`config.mk`:
```
export PLATFORM = sky130hd
export DESIGN_NAME = battery_thermal_charge_controller_core
export DESIGN_NICKNAME = d
export VERILOG_FILES = /design/src/hdl/tbc_pkg.sv /design/src/hdl/tbc_band.sv /design/src/hdl/tbc_step.sv /design/src/hdl/battery_thermal_charge_controller_core.sv
export SDC_FILE = /design/constraint.sdc
export NUM_CORES = 1
export LEC_CHECK = 0
export BUFFER_PORTS_ARGS = -buffer_cell sky130_fd_sc_hd__clkbuf_2
export CELL_PAD_IN_SITES_DETAIL_PLACEMENT = 2
export CELL_PAD_IN_SITES_GLOBAL_PLACEMENT = 2
export CORE_UTILIZATION = 41
export DETAILED_ROUTE_END_ITERATION = 10
export GPL_ROUTABILITY_DRIVEN = 0
export HOLD_SLACK_MARGIN = 0.12
export PLACE_DENSITY_LB_ADDON = 0.1
export REMOVE_ABC_BUFFERS = 1
export SYNTH_ARGS = -nofsm -noshare
export SYNTH_HDL_FRONTEND = slang
export SYNTH_SLANG_ARGS = --single-unit
export TNS_END_PERCENT = 50
```
`constraint.sdc`:
```
create_clock -name clk -period 9.2 [get_ports clk]
set_input_delay 0.46 -clock clk [delete_from_list [all_inputs] [get_ports clk]]
set_output_delay 0.46 -clock clk [all_outputs]
set_load 0.1 [all_outputs]
```
`src/hdl/tbc_pkg.sv`:
```
// ----------------------------------------------------------------------------
// tbc_pkg: shared types and constants for the battery thermal charge controller
// Temperature bands, charging modes, transition codes, register map, resets.
// ----------------------------------------------------------------------------
package tbc_pkg;

	localparam int unsigned TempW = 8;
	localparam int unsigned VoltW = 23;
	localparam int unsigned CurW  = 12;

	typedef logic signed [TempW-1:0] temp_t;
	typedef logic [VoltW-1:0]        volt_t;
	typedef logic [CurW-1:0]         cur_t;

	// temperature bands, coldest first
	typedef enum logic [2:0] {
		BAND_FROZEN = 3'd0,  // <= -11
		BAND_COLD   = 3'd1,  // -10 .. -5
		BAND_NORMAL = 3'd2,  // -4 .. 41
		BAND_WARM   = 3'd3,  // 42 .. 45
		BAND_HOT    = 3'd4,  // 46 .. 52
		BAND_VHOT   = 3'd5,  // 53 .. 55
		BAND_OVER   = 3'd6   // >= 56
	} band_t;

	// upper edges of the bands
	localparam temp_t EdgeFrozen = -8'sd11;
	localparam temp_t EdgeCold   = -8'sd5;
	localparam temp_t EdgeNormal = 8'sd41;
	localparam temp_t EdgeWarm   = 8'sd45;
	localparam temp_t EdgeHot    = 8'sd52;
	localparam temp_t EdgeVhot   = 8'sd55;

	typedef enum logic [1:0] {
		MODE_NORMAL  = 2'd0,
		MODE_REDUCED = 2'd1,
		MODE_STOPPED = 2'd2
	} mode_t;

	typedef enum logic [2:0] {
		CODE_NONE        = 3'd0,
		CODE_NORM_TO_RED = 3'd1,
		CODE_NORM_TO_STP = 3'd2,
		CODE_RED_TO_NORM = 3'd3,
		CODE_RED_TO_STP  = 3'd4,
		CODE_STP_TO_NORM = 3'd5,
		CODE_STP_TO_RED  = 3'd6
	} code_t;

	typedef enum logic [1:0] {
		HEALTH_GOOD = 2'd0,
		HEALTH_HOT  = 2'd1,
		HEALTH_COLD = 2'd2
	} health_t;

	// register map
	localparam int unsigned CfgIdxW = 2;
	localparam logic [CfgIdxW-1:0] REG_VOLT_LIMIT  = 2'd0;
	localparam logic [CfgIdxW-1:0] REG_REDUCED_CUR = 2'd1;
	localparam logic [CfgIdxW-1:0] REG_DEFAULT_CUR = 2'd2;

	localparam volt_t RstVoltLimit  = 23'd4000000;
	localparam cur_t  RstReducedCur = 12'd450;
	localparam cur_t  RstDefaultCur = 12'd1500;

	// machine state carried from item to item
	typedef struct packed {
		mode_t mode;
		logic  last_charger;
		logic  indicator;
		cur_t  last_current;
	} tbc_state_t;

	// one result transaction
	typedef struct packed {
		mode_t   charge_state;
		code_t   code;
		logic    update_req;
		logic    charge_disable;
		cur_t    drive_current;
		health_t health;
		logic    pseudo_charging;
	} tbc_result_t;

endpackage

```
`src/hdl/tbc_band.sv`:
```
// ----------------------------------------------------------------------------
// tbc_band: temperature band classifier
// Sorts a signed temperature into the seven fixed bands.
// ----------------------------------------------------------------------------
module tbc_band (
	input  tbc_pkg::temp_t temp,
	output tbc_pkg::band_t band
);

	always_comb begin
		priority if (temp <= tbc_pkg::EdgeFrozen) begin
			band = tbc_pkg::BAND_FROZEN;
		end else if (temp <= tbc_pkg::EdgeCold) begin
			band = tbc_pkg::BAND_COLD;
		end else if (temp <= tbc_pkg::EdgeNormal) begin
			band = tbc_pkg::BAND_NORMAL;
		end else if (temp <= tbc_pkg::EdgeWarm) begin
			band = tbc_pkg::BAND_WARM;
		end else if (temp <= tbc_pkg::EdgeHot) begin
			band = tbc_pkg::BAND_HOT;
		end else if (temp <= tbc_pkg::EdgeVhot) begin
			band = tbc_pkg::BAND_VHOT;
		end else begin
			band = tbc_pkg::BAND_OVER;
		end
	end

endmodule

```
`src/hdl/tbc_step.sv`:
```
// ----------------------------------------------------------------------------
// tbc_step: charging state machine step
// Next state and result for one sample, from the band and the current state.
// ----------------------------------------------------------------------------
module tbc_step (
	input  tbc_pkg::tbc_state_t  cur_state,
	input  tbc_pkg::band_t       band,
	input  logic                 high_v,
	input  logic                 charger_present,
	input  logic                 charger_swapped,
	input  tbc_pkg::cur_t        normal_limit,
	input  tbc_pkg::cur_t        thermal_limit,
	input  tbc_pkg::cur_t        reduced_cur,
	input  tbc_pkg::cur_t        default_cur,
	output tbc_pkg::tbc_state_t  nxt_state,
	output tbc_pkg::tbc_result_t result
);

	logic            attach;
	logic            extreme;
	logic            ind_nxt;
	tbc_pkg::mode_t  mode_in;
	tbc_pkg::mode_t  mode_nxt;
	tbc_pkg::code_t  code;
	tbc_pkg::cur_t   cur;
	tbc_pkg::health_t health;

	// new charger (edge or swap with charger present) restarts in normal
	assign attach  = ((cur_state.last_charger != charger_present) || charger_swapped)
		&& charger_present;
	assign mode_in = attach ? tbc_pkg::MODE_NORMAL : cur_state.mode;
	assign extreme = (band == tbc_pkg::BAND_OVER) || (band == tbc_pkg::BAND_FROZEN);

	always_comb begin
		mode_nxt = mode_in;
		code     = tbc_pkg::CODE_NONE;
		ind_nxt  = cur_state.indicator;
		unique case (mode_in)
			tbc_pkg::MODE_NORMAL: begin
				if (extreme) begin
					code = tbc_pkg::CODE_NORM_TO_STP; ind_nxt = 1'b0;
					mode_nxt = tbc_pkg::MODE_STOPPED;
				end else if (band == tbc_pkg::BAND_HOT || band == tbc_pkg::BAND_VHOT) begin
					if (high_v) begin
						code = tbc_pkg::CODE_NORM_TO_STP; ind_nxt = 1'b1;
						mode_nxt = tbc_pkg::MODE_STOPPED;
					end else begin
						code = tbc_pkg::CODE_NORM_TO_RED; ind_nxt = 1'b0;
						mode_nxt = tbc_pkg::MODE_REDUCED;
					end
				end
			end
			tbc_pkg::MODE_REDUCED: begin
				if (extreme || high_v) begin
					code = tbc_pkg::CODE_RED_TO_STP; ind_nxt = !extreme;
					mode_nxt = tbc_pkg::MODE_STOPPED;
				end else if (band <= tbc_pkg::BAND_NORMAL) begin
					code = tbc_pkg::CODE_RED_TO_NORM; ind_nxt = 1'b0;
					mode_nxt = tbc_pkg::MODE_NORMAL;
				end
			end
			tbc_pkg::MODE_STOPPED: begin
				if (band == tbc_pkg::BAND_NORMAL) begin
					code = tbc_pkg::CODE_STP_TO_NORM; ind_nxt = 1'b0;
					mode_nxt = tbc_pkg::MODE_NORMAL;
				end else if (band == tbc_pkg::BAND_WARM || band == tbc_pkg::BAND_HOT) begin
					if (high_v) begin
						ind_nxt = 1'b1;
					end else begin
						code = tbc_pkg::CODE_STP_TO_RED; ind_nxt = 1'b0;
						mode_nxt = tbc_pkg::MODE_REDUCED;
					end
				end else if (band == tbc_pkg::BAND_OVER) begin
					ind_nxt = 1'b0;
				end
			end
			default: begin
				// unused code: held, no transition
			end
		endcase
	end

	always_comb begin
		unique case (mode_nxt)
			tbc_pkg::MODE_NORMAL:
				cur = (thermal_limit <= normal_limit) ? thermal_limit : normal_limit;
			tbc_pkg::MODE_REDUCED:
				cur = (thermal_limit <= reduced_cur) ? thermal_limit : reduced_cur;
			default:
				cur = default_cur;
		endcase
	end

	always_comb begin
		unique case (band)
			tbc_pkg::BAND_OVER:   health = tbc_pkg::HEALTH_HOT;
			tbc_pkg::BAND_FROZEN: health = tbc_pkg::HEALTH_COLD;
			default:              health = tbc_pkg::HEALTH_GOOD;
		endcase
	end

	always_comb begin
		nxt_state.mode         = mode_nxt;
		nxt_state.last_charger = charger_present;
		nxt_state.indicator    = ind_nxt;
		nxt_state.last_current = cur;

		result.charge_state    = mode_nxt;
		result.code            = code;
		result.update_req      = attach || (cur != cur_state.last_current)
			|| (ind_nxt != cur_state.indicator);
		result.charge_disable  = (mode_nxt == tbc_pkg::MODE_STOPPED);
		result.drive_current   = cur;
		result.health          = health;
		result.pseudo_charging = ind_nxt;
	end

endmodule

```
`src/hdl/battery_thermal_charge_controller_core.sv`:
```
// ----------------------------------------------------------------------------
// battery_thermal_charge_controller_core: temperature-banded charge control
// Sample in, one result out; three-state charging machine with thermal bands.
// ----------------------------------------------------------------------------
// Pipeline: a taken sample is registered in stage 1; its result is then loaded into
//   the output register once that register is free or draining.
// Throughput: one sample per cycle unless out_ready stalls; single state register.
// Reset (arst_n low, asynchronous): mode normal, charger/indicator/current
//   history cleared, registers at their defaults, both stages empty.
module battery_thermal_charge_controller_core (
	input  logic        clk,
	input  logic        arst_n,

	// sample channel
	input  logic        in_valid,
	output logic        in_ready,
	input  logic [7:0]  battery_temp,
	input  logic [22:0] battery_uv,
	input  logic        charger_present,
	input  logic        charger_swapped,
	input  logic [11:0] normal_limit_ma,
	input  logic [11:0] thermal_limit_ma,

	// result channel
	output logic        out_valid,
	input  logic        out_ready,
	output logic [1:0]  charge_state,
	output logic [2:0]  transition_code,
	output logic        update_req,
	output logic        charge_disable,
	output logic [11:0] drive_current_ma,
	output logic [1:0]  health,
	output logic        pseudo_charging,

	// register write channel
	input  logic        cfg_valid,
	output logic        cfg_ready,
	input  logic [1:0]  cfg_index,
	input  logic [22:0] cfg_data
);

	// configuration registers
	tbc_pkg::volt_t voltage_limit_q;
	tbc_pkg::cur_t  reduced_cur_q;
	tbc_pkg::cur_t  default_cur_q;

	// input stage
	logic            valid_s1;
	tbc_pkg::temp_t  temp_s1;
	tbc_pkg::volt_t  volt_s1;
	logic            present_s1;
	logic            swapped_s1;
	tbc_pkg::cur_t   normal_s1;
	tbc_pkg::cur_t   thermal_s1;

	// machine state and output register
	tbc_pkg::tbc_state_t  state_q;
	tbc_pkg::tbc_state_t  state_nxt;
	tbc_pkg::tbc_result_t res_nxt;
	tbc_pkg::tbc_result_t res_q;
	logic                 out_valid_q;

	tbc_pkg::band_t band;
	logic           high_v;
	logic           advance;

	// the stage-1 sample moves on when the output register is free or draining
	assign advance   = valid_s1 && (!out_valid_q || out_ready);
	assign in_ready  = !valid_s1 || advance;
	assign cfg_ready = 1'b1;

	always_ff @(posedge clk or negedge arst_n) begin
		if (!arst_n) begin
			voltage_limit_q <= tbc_pkg::RstVoltLimit;
			reduced_cur_q   <= tbc_pkg::RstReducedCur;
			default_cur_q   <= tbc_pkg::RstDefaultCur;
		end else if (cfg_valid) begin
			unique case (cfg_index)
				tbc_pkg::REG_VOLT_LIMIT:  voltage_limit_q <= cfg_data;
				tbc_pkg::REG_REDUCED_CUR: reduced_cur_q   <= cfg_data[11:0];
				tbc_pkg::REG_DEFAULT_CUR: default_cur_q   <= cfg_data[11:0];
				default: ;  // unmapped index: dropped
			endcase
		end
	end

	always_ff @(posedge clk or negedge arst_n) begin
		if (!arst_n) begin
			valid_s1 <= 1'b0;
		end else if (in_ready) begin
			valid_s1 <= in_valid;
		end
	end

	// sample payload, no reset needed
	always_ff @(posedge clk) begin
		if (in_valid && in_ready) begin
			temp_s1    <= battery_temp;
			volt_s1    <= battery_uv;
			present_s1 <= charger_present;
			swapped_s1 <= charger_swapped;
			normal_s1  <= normal_limit_ma;
			thermal_s1 <= thermal_limit_ma;
		end
	end

	tbc_band u_band (
		.temp (temp_s1),
		.band (band)
	);

	// equal to the limit does not count as high
	assign high_v = volt_s1 > voltage_limit_q;

	tbc_step u_step (
		.cur_state       (state_q),
		.band            (band),
		.high_v          (high_v),
		.charger_present (present_s1),
		.charger_swapped (swapped_s1),
		.normal_limit    (normal_s1),
		.thermal_limit   (thermal_s1),
		.reduced_cur     (reduced_cur_q),
		.default_cur     (default_cur_q),
		.nxt_state       (state_nxt),
		.result          (res_nxt)
	);

	// state commits with the transaction that leaves stage 1
	always_ff @(posedge clk or negedge arst_n) begin
		if (!arst_n) begin
			state_q.mode         <= tbc_pkg::MODE_NORMAL;
			state_q.last_charger <= 1'b0;
			state_q.indicator    <= 1'b0;
			state_q.last_current <= '0;
		end else if (advance) begin
			state_q <= state_nxt;
		end
	end

	always_ff @(posedge clk or negedge arst_n) begin
		if (!arst_n) begin
			out_valid_q <= 1'b0;
		end else if (advance) begin
			out_valid_q <= 1'b1;
		end else if (out_ready) begin
			out_valid_q <= 1'b0;
		end
	end

	always_ff @(posedge clk) begin
		if (advance) begin
			res_q <= res_nxt;
		end
	end

	assign out_valid        = out_valid_q;
	assign charge_state     = res_q.charge_state;
	assign transition_code  = res_q.code;
	assign update_req       = res_q.update_req;
	assign charge_disable   = res_q.charge_disable;
	assign drive_current_ma = res_q.drive_current;
	assign health           = res_q.health;
	assign pseudo_charging  = res_q.pseudo_charging;

endmodule

```
Word-level counts from Yosys, hierarchy flattened. Index checks and enable logic that the tools add are counted.

Order comparisons: 10. Equal/unequal tests: 14. Multiplexer cells: 40. Reduce and logical (&&, ||, !) cells: 23.

Operators with widths (number): $mux W3 (11); $le A8 B7 Y1 const B (4); $le A12 B12 Y1 (2); $mux W12 (2); $mux W2 (12); $pmux W12 S2 (1); $gt A23 B23 Y1 (1); $ne A12 B12 Y1 (1); $mux W1 (10); $eq A3 B3 Y1 const B (3); $logic_or A1 B1 Y1 (9); $pmux W3 S3 (1); $le A8 B4 Y1 const B (1); $le A8 B5 Y1 const B (1); $eq A2 B1 Y1 const B (3); $eq A2 B2 Y1 const B (3); $eq A3 B2 Y1 const B (2); $logic_not A2 Y1 (3); $pmux W2 S3 (1); $reduce_and A2 Y1 (3); $pmux W2 S2 (1); $le A3 B2 Y1 const B (1); $logic_and A1 B1 Y1 (3); $logic_not A1 Y1 (3); 4 further kinds (5).

Register bits after elaboration: 144. Bits of input ports: 87. Output and inout bits: 25. Logic and storage cells: 109.

Logic depth before layout (Yosys ltp). Gate-level depths: netlist of run 1.

Word-level depth: 17. Gate-level depth with buffers: 14. Depth with buffers taken out: 13.

Modules after synthesis. Synthesis of run 1 repeated with hierarchy kept, for this count alone.

Cell total of the unflattened synthesis: 708. Area total of the unflattened synthesis: 7958.9 um^2.

By module, submodules not included: battery_thermal_charge_controller_core (instances 1, cells an instance 329, area an instance 5368.9 um^2, sequential area each 4021.4 um^2); tbc_step (instances 1, cells an instance 360, area an instance 2468.6 um^2, sequential area each 0.0 um^2); tbc_band (instances 1, cells an instance 19, area an instance 121.4 um^2, sequential area each 0.0 um^2).

Worst setup path after synthesis of run 1. OpenSTA, ideal clock, no wires.

Kind: register to register. From: register out_valid_q (netlist: out_valid). To: register normal_s1[0], enable pin. Setup time: 420 ps. Data arrival time: 3214 ps. Required time: 8780 ps. Setup slack: 5566 ps. Cell stages (with the launch flop): 3. Buffers on the path: 0. Clock period less this slack: 3634 ps. Cell sequence: dfrtp_1 > nand3b_1 > and2_1.

Cells in the longest elaborated chain, start to end: 5.

RTL lines: start: declaration (line battery_thermal_charge_controller_core.sv:61) `logic out_valid_q;`; start signal: assignment (line battery_thermal_charge_controller_core.sv:143) `out_valid_q <= 1'b0;`; start signal: assignment (line battery_thermal_charge_controller_core.sv:145) `out_valid_q <= 1'b1;`; start signal: assignment (line battery_thermal_charge_controller_core.sv:147) `out_valid_q <= 1'b0;`; $logic_not A1 Y1 (line battery_thermal_charge_controller_core.sv:68) `assign advance = valid_s1 && (!out_valid_q || out_ready);`; $logic_or A1 B1 Y1 (line battery_thermal_charge_controller_core.sv:68); $logic_and A1 B1 Y1 (line battery_thermal_charge_controller_core.sv:68); $logic_or A1 B1 Y1 (line battery_thermal_charge_controller_core.sv:69) `assign in_ready = !valid_s1 || advance;`; net in_ready (line battery_thermal_charge_controller_core.sv:16) `output logic in_ready,`; $logic_and A1 B1 Y1 (line battery_thermal_charge_controller_core.sv:97) `if (in_valid && in_ready) begin`; end signal: assignment (line battery_thermal_charge_controller_core.sv:102) `normal_s1 <= normal_limit_ma;`; end: declaration (line battery_thermal_charge_controller_core.sv:53) `tbc_pkg::cur_t normal_s1;`.

The timed path passes the listed nets, and every way through them passes these cells. A chain may end at the register's enable or synchronous reset.

==> run_results.csv, run 1 <==
group,metric,value,unit
outcome,outcome,"finished, final reports clean",
critical_path,worst-endpoint-arrival,4.73,ns
pwr,p_leak,3.65,nW
clocking,cts_setup_buffers,0,
global_routing,grt_pass1_wl,33.8,mm
route,drt.antenna.violating_nets,0,
cells_and_area,antenna_cells,0,
placement,dp_hpwl,15.5,mm
route,drt-initial-drc-count,210,
timing,worst_slew_pin_slew,1.05,ns
clocking,clock_path_buffers,2,
route,drt-vias-per-instance,5.68,
placement,dp_worst_setup_slack,4.73,ns
synth,synth.cell_area,7240,sq um
timing,fmax,219,MHz
hold_path,min-delay-path-class,"primary input to register",
synth,ys_ff_latch,144,
synth,synth-main-ff-cell,"sky130_fd_sc_hd__edfxtp_1",
die,die_width,135,um
synth,post_synth_edffs,79,
critical_path,critical-path-max-stage-delay,0.78,ns
cells_and_area,post_route_cells_drive_above_1_share,27.4,%
die,initial_standard_cell_utilization_of_the_core,41.9,%
timing,finalWorstPathRequiredPeriod,4.58,ns
timing,drv_slew,0,
die,die_area,18200,sq um
critical_path,slowest_stage,"sky130_fd_sc_hd__nand3_1",
clocking,worst_setup_hold_path_clk_slew,0.07,ns
synth,synth_cells,630,
clocking,tritoncts,"done",
synth,synth-warning-count,0,
global_routing,via_count_of_the_first_global_routing_pass,6217,
pwr,worst_ir_drop_vdd,0.000175,V
die,die_h,135,um
global_routing,grt_start_max_net_pins,66,
timing,timing.final.ws_setup,4.62,ns
synth,syn_avg_cell_area,11.5,sq um
global_routing,grt_antenna_before_repair,0,
die,io_pins,112,
cells_and_area,final_core_util,49.8,%
route,drt-pass1-iter-count,4,
cells_and_area,nets_final,880,
clocking,ctsRootBufferMaster,"sky130_fd_sc_hd__clkbuf_16",
cells_and_area,area.growth.synth_to_final,18.9,%
route,routed-via-count,5587,
timing,rsz_0062_raised_after_global_routing,"no",
clocking,cts-hold-fix-buffers,0,
global_routing,grt_overflow_total,0,
clocking,clock_sink_count,144,
route,drc,0,
timing,hold_viol_final,0,
critical_path,category_of_the_critical_setup_timing_path,"register to register",
timing,timing.final.crit_share,49.7,%
timing,number_of_failing_setup_endpoints_in_the_final_timing_report,0,
die,placement_rows,48,
timing,fin_tns_setup,0,ns
global_routing,grt_util_all_layers,25.1,%
critical_path,cp_max_fo,27,
synth,asyncSetResetFlopFracSynth,45.1,%
route,final_routed_wire_length_divided_by_cell_count,21.9,um
route,routed_wirelength,21.5,mm
clocking,cts_buffers,17,
critical_path,crit_path_cell_trace,"inv_1 > ha_1 > nand4_2 > or4_4 > nor3_2 > a31oi_4 > o21ai_0 > nand3_1 > a2111oi_0 > nand4_1 > nor4_1 > o2111ai_1",
timing,slew-limit-headroom,29.9,%
flow_run,max_capacitance_violation_count,0,
die,core_area,17300,sq um
clocking,post_cts_resized,0,
critical_path,cp.required,9.36,ns
synth,synthDistinctLibCells,71,
placement,io_buffer_count,110,
pwr,power_dens_cells,256,nW/um^2
cells_and_area,filler_cell_count,1729,
synth,synth.yosys.seq_area_share,55.5,%
critical_path,critical_path.endpoint_type,"register",
timing,worst_clock_skew,0.0124,ns
clocking,worst_skew_late_latency,0.43,ns
critical_path,worst_setup_path_start_kind,"register",
clocking,cts.htree.levels,4,
==> final timing paths <==
check / startpoint / endpoint / slack (ns) / cells after the start
hold / removal: battery_uv[22] / volt_s1[22] / 0.20 / 1
setup / recovery: voltage_limit_q[18] / update_req / 4.62 / 12
setup reg to reg: voltage_limit_q[18] / update_req / 4.62 / 12
min in group asynchronous: arst_n / out_valid / 0.22 / 2
max in group asynchronous: arst_n / state_q[9] / 8.40 / 2
hold reg to reg: state_q[13] / state_q[13] / 0.51 / 2
==> power by group <==
part / switching [W] / total [W] / internal [W] / leakage (nW)
registers: 0.0000805 / 0.000886 / 0.000806 / 1.52
logic: 0.000424 / 0.000622 / 0.000198 / 1.85
clock network: 0.000291 / 0.000695 / 0.000405 / 0.286
==> cell families after synthesis <==
family | synth area share, %
buffers and inverters | 4.61
adder cells (fa/ha/maj) | 8.12
AND/OR/NAND/NOR | 10.2
other | 0.0518
AO/OA/AOI/OAI | 16.0
XOR/XNOR | 0.968
multiplexers | 4.51
flip-flops | 55.5
==> per-stage QoR <==
stage	power (W)	instances	cell area [sq um]	hold WS, ns
after floorplan	0.00131	613	7150	0.164
after global placement	0.00147	952	8020	0.472
after detailed placement	0.00151	952	8020	0.507
after CTS	0.00222	984	8610	0.184
after global routing	0.00230	984	8610	0.186
final	0.00220	984	8610	0.198
==> registers in the layout (all words and copies together), names as in the netlist <==
name / count
state_q: 16
charge_disable: 1
temp_s1: 8
present_s1: 1
update_req: 1
transition_code: 3
thermal_s1: 12
voltage_limit_q: 23
health: 2
pseudo_charging: 1
valid_s1: 1
reduced_cur_q: 12
swapped_s1: 1
charge_state: 2
volt_s1: 23
normal_s1: 12
default_cur_q: 12
out_valid: 1
drive_current_ma: 12
==> synthesized netlist by cell type, types with 9 or more instances <==
cell	n	area, sq um
sky130_fd_sc_hd__inv_1	66	248
sky130_fd_sc_hd__a21oi_1	25	125
sky130_fd_sc_hd__o21ai_0	51	255
sky130_fd_sc_hd__dfstp_2	18	473
sky130_fd_sc_hd__edfxtp_1	79	2370
sky130_fd_sc_hd__nor2_1	28	105
sky130_fd_sc_hd__nand4_1	11	68.8
sky130_fd_sc_hd__mux2_2	29	327
sky130_fd_sc_hd__dfrtp_1	47	1180
sky130_fd_sc_hd__nand2_1	61	229
sky130_fd_sc_hd__o21a_1	14	105
sky130_fd_sc_hd__o22ai_1	18	113
sky130_fd_sc_hd__o221ai_1	9	78.8
sky130_fd_sc_hd__ha_1	47	588
==> routing by layer <==
metal	vias to the layer above	part of all wire, %	global-route usage [%]
met2	141	51	44.0
met4	0	2.4	9.80
li1	2563	-	-
met5	-	0	0
met3	39	3.5	4.69
met1	2844	43	30.4
==> placed cells by master, fill, tap and decap left out, drive strengths merged, types with 5 or more instances in the layout <==
cell type	n
o21ai	53
clkinv	6
mux2	29
nor3	8
nand3	5
nand2b	7
o21a	16
inv	70
o22ai	18
nand4	13
nand3b	5
clkbuf	129
dfrtp	47
edfxtp	79
xnor2	7
ha	47
a21oi	25
o221ai	9
dfstp	18
nand2	61
o31ai	8
nor2	28
==> layout make-up <==
class / count / area, sq um / share of cell area, %
sequential: 144 / 4020 / 46.7
timing repair buffer: 114 / 581 / 6.75
inverter: 66 / 248 / 2.88
tap: 225 / 282 / 3.27
clock inverter: 13 / 153 / 1.77
clock buffer: 19 / 433 / 5.03
multi-input combinational: 403 / 2890 / 33.6
==> critical path: cells and delay by family (launching register included) <==
family	cells	cell delay, ns
and+or+nand+nor	6	2.16
DFF	1	0.52
AOI/OAI and AO/OA	4	1.21
adders and majority gates	1	0.35
buffers and inverters	1	0.05
Note: power is estimated with default switching activity, not from simulation.
==> run 2: changes to the inputs <==
CORE_UTILIZATION = 38   (was 41)
clock period = 4.35 ns   (was 9.2 ns; I/O delays follow)
==> run_results.csv, run 2 (synthesis results as in run 1) <==
group,metric,value,unit
global_routing,grt_antenna_before_repair,0,
timing,timing.final.ws_setup,0.271,ns
cells_and_area,largestRegisters,"volt_s1 (23), voltage_limit_q (23), state_q (16)",
timing,rsz_0062_raised_after_global_routing,"no",
route,drt-initial-drc-count,237,
clocking,ctsRootBufferMaster,"sky130_fd_sc_hd__clkbuf_16",
pwr,worst_ir_drop_vdd,0.000298,V
clocking,clock_path_buffers,2,
pwr,switching_power,0.00176,W
placement,dp_hpwl,16.0,mm
clocking,worst_setup_hold_path_clk_slew,0.07,ns
timing,fin_tns_setup,0,ns
pwr,internal_power,0.00294,W
timing,slew-limit-headroom,46.9,%
pwr,power_dens_cells,496,nW/um^2
pwr,share_seq_of_total_power,39.8,%
flow_run,max_capacitance_violation_count,0,
hold_path,hold_depth,5,
cells_and_area,antenna_cells,0,
critical_path,cpMostUsedCell,"sky130_fd_sc_hd__inv_1",
route,drt-vias-per-instance,5.46,
cells_and_area,most-common-layout-cells,"sky130_fd_sc_hd__clkbuf_2, sky130_fd_sc_hd__dlygate4sd3_1, sky130_fd_sc_hd__edfxtp_1, sky130_fd_sc_hd__inv_1, sky130_fd_sc_hd__nand2_1",
critical_path,worst-r2r-cell-count,13,
die,die_width,140,um
die,placement_rows,50,
pwr,power.combinational.fraction,29.6,%
timing,hold_viol_final,0,
cells_and_area,most_common_cell_after_layout_fill_and_taps_aside,"sky130_fd_sc_hd__clkbuf_2",
critical_path,cp_max_fo,14,
clocking,tritoncts,"done",
clocking,cts_buffers,17,
critical_path,reg2reg_slack,0.27,ns
route,drc,0,
global_routing,grt_overflow_total,0,
pwr,clockPowerShare,30.6,%
critical_path,slowest_stage,"sky130_fd_sc_hd__or4_4",
global_routing,grt_util_all_layers,25.2,%
timing,worst_clock_skew,0.0165,ns
critical_path,category_of_the_critical_setup_timing_path,"register to register",
clocking,clock_sink_count,144,
clocking,cts.htree.levels,4,
critical_path,critical-path-max-stage-delay,0.57,ns
route,drt-pass1-iter-count,5,
die,die_area,19600,sq um
die,die_h,140,um
pwr,p_leak,4.02,nW
timing,number_of_failing_setup_endpoints_in_the_final_timing_report,0,
route,final_routed_wire_length_divided_by_cell_count,21.5,um
critical_path,cp.required,4.53,ns
timing,finalWorstPathRequiredPeriod,4.08,ns
cells_and_area,filler_cell_count,1879,
critical_path,path_buf_inv,2,
critical_path,cp_num_cells,13,
critical_path,worst-endpoint-arrival,4.26,ns
timing,timing.final.crit_share,93.8,%
cells_and_area,post_route_cells_drive_above_1_share,25.1,%
die,initial_standard_cell_utilization_of_the_core,38.7,%
hold_path,min-delay-path-class,"primary input to register",
critical_path,worst_setup_path_start_kind,"register",
global_routing,grt_start_max_net_pins,46,
timing,drv_slew,0,
clocking,worst_skew_late_latency,0.45,ns
timing,fmax,245,MHz
die,core_area,18700,sq um
outcome,outcome,"finished, final reports clean",
global_routing,via_count_of_the_first_global_routing_pass,6496,
critical_path,critical_path.endpoint_type,"register",
route,routed-via-count,5897,
timing,worst_slew_pin_slew,0.796,ns
global_routing,grt_pass1_wl,36.4,mm
cells_and_area,area.growth.synth_to_final,30.9,%
placement,io_buffer_count,110,
cells_and_area,nets_final,967,
die,io_pins,112,
route,routed_wirelength,23.2,mm
route,drt.antenna.violating_nets,0,
pwr,power_switching_share,37.4,%
placement,dp_worst_setup_slack,0.226,ns
critical_path,crit_path_cell_trace,"inv_1 > ha_1 > nand4_2 > or4_4 > a311o_1 > a31oi_4 > o21a_4 > inv_1 > nand2b_2 > o22ai_1 > o31ai_2 > xnor2_1 > o2111ai_1",
critical_path,critical-path-top-delay-family,"compound AO/OA/AOI/OAI gates",
run 2: cell type report:
class	instances	area [sq um]	area share [%]
flip-flops and latches	144	4020	42.4
multi-input cells	403	2900	30.6
repair buffers	201	1440	15.2
clock buffers	18	429	4.53
well taps	234	293	3.09
inverters	66	248	2.61
clock inverters	14	140	1.48
run 2: final timing paths:
check,from,end
worst max-delay path,voltage_limit_q[18],update_req
worst min-delay path,cfg_index[0],voltage_limit_q[8]
worst max register to register,voltage_limit_q[18],update_req
worst min register to register,reduced_cur_q[3],reduced_cur_q[3]
max in group asynchronous,arst_n,default_cur_q[2]
min in group asynchronous,arst_n,voltage_limit_q[15]
run 2: timing repair:
item	4_1_cts	5_1_grt
hold buffers	83	1
endpoints found under the setup margin	0	1
resized for setup	0	1
buffers inserted	0	0
hold endpoints to repair	124	2
run 2: layer usage:
| metal | wire [um] | vias up | GRT usage [%] | part of all wire, % |
|---|---|---|---|---|
| met5 | 0 | - | 0 | 0 |
| met4 | 484 | 0 | 10.6 | 2.1 |
| met3 | 746 | 34 | 4.34 | 3.2 |
| met2 | 12200 | 138 | 45.1 | 53 |
| met1 | 9770 | 2991 | 29.7 | 42 |
| li1 | - | 2734 | - | - |
run 2: stage by stage:
step	hold slack [ns]	instances	utilization (%)	power [W]	cell area, sq um
2_1_floorplan	-0.0781	613	-	0.00277	7150
3_3_place_gp	0.343	964	43.1	0.00313	8060
3_5_place_dp	0.346	964	43.1	0.00320	8060
4_1_cts	0.121	1079	50.5	0.00472	9460
5_1_grt	0.445	1080	50.6	0.00492	9470
6_report	0.394	1080	50.6	0.00470	9470
run 2: power by group through the flow:
stage | registers, W | clock network (W) | logic, W
final | 0.00187 | 0.00144 | 0.00139
after global placement | 0.00188 | 0 | 0.00125
after floorplan | 0.00210 | 0 | 0.000674
after global routing | 0.00190 | 0.00152 | 0.00151
after CTS | 0.00187 | 0.00146 | 0.00139
after detailed placement | 0.00189 | 0 | 0.00131
run 2: worst register-to-register path: cells and delay by family (launching register included):
kind	cells	cell delay [ns]
AO/OA/AOI/OAI	6	1.66
AND/OR/NAND/NOR	3	0.97
adder cells (fa/ha/maj)	1	0.35
buffers and inverters	2	0.13
flip-flops	1	0.53
XOR/XNOR	1	0.17
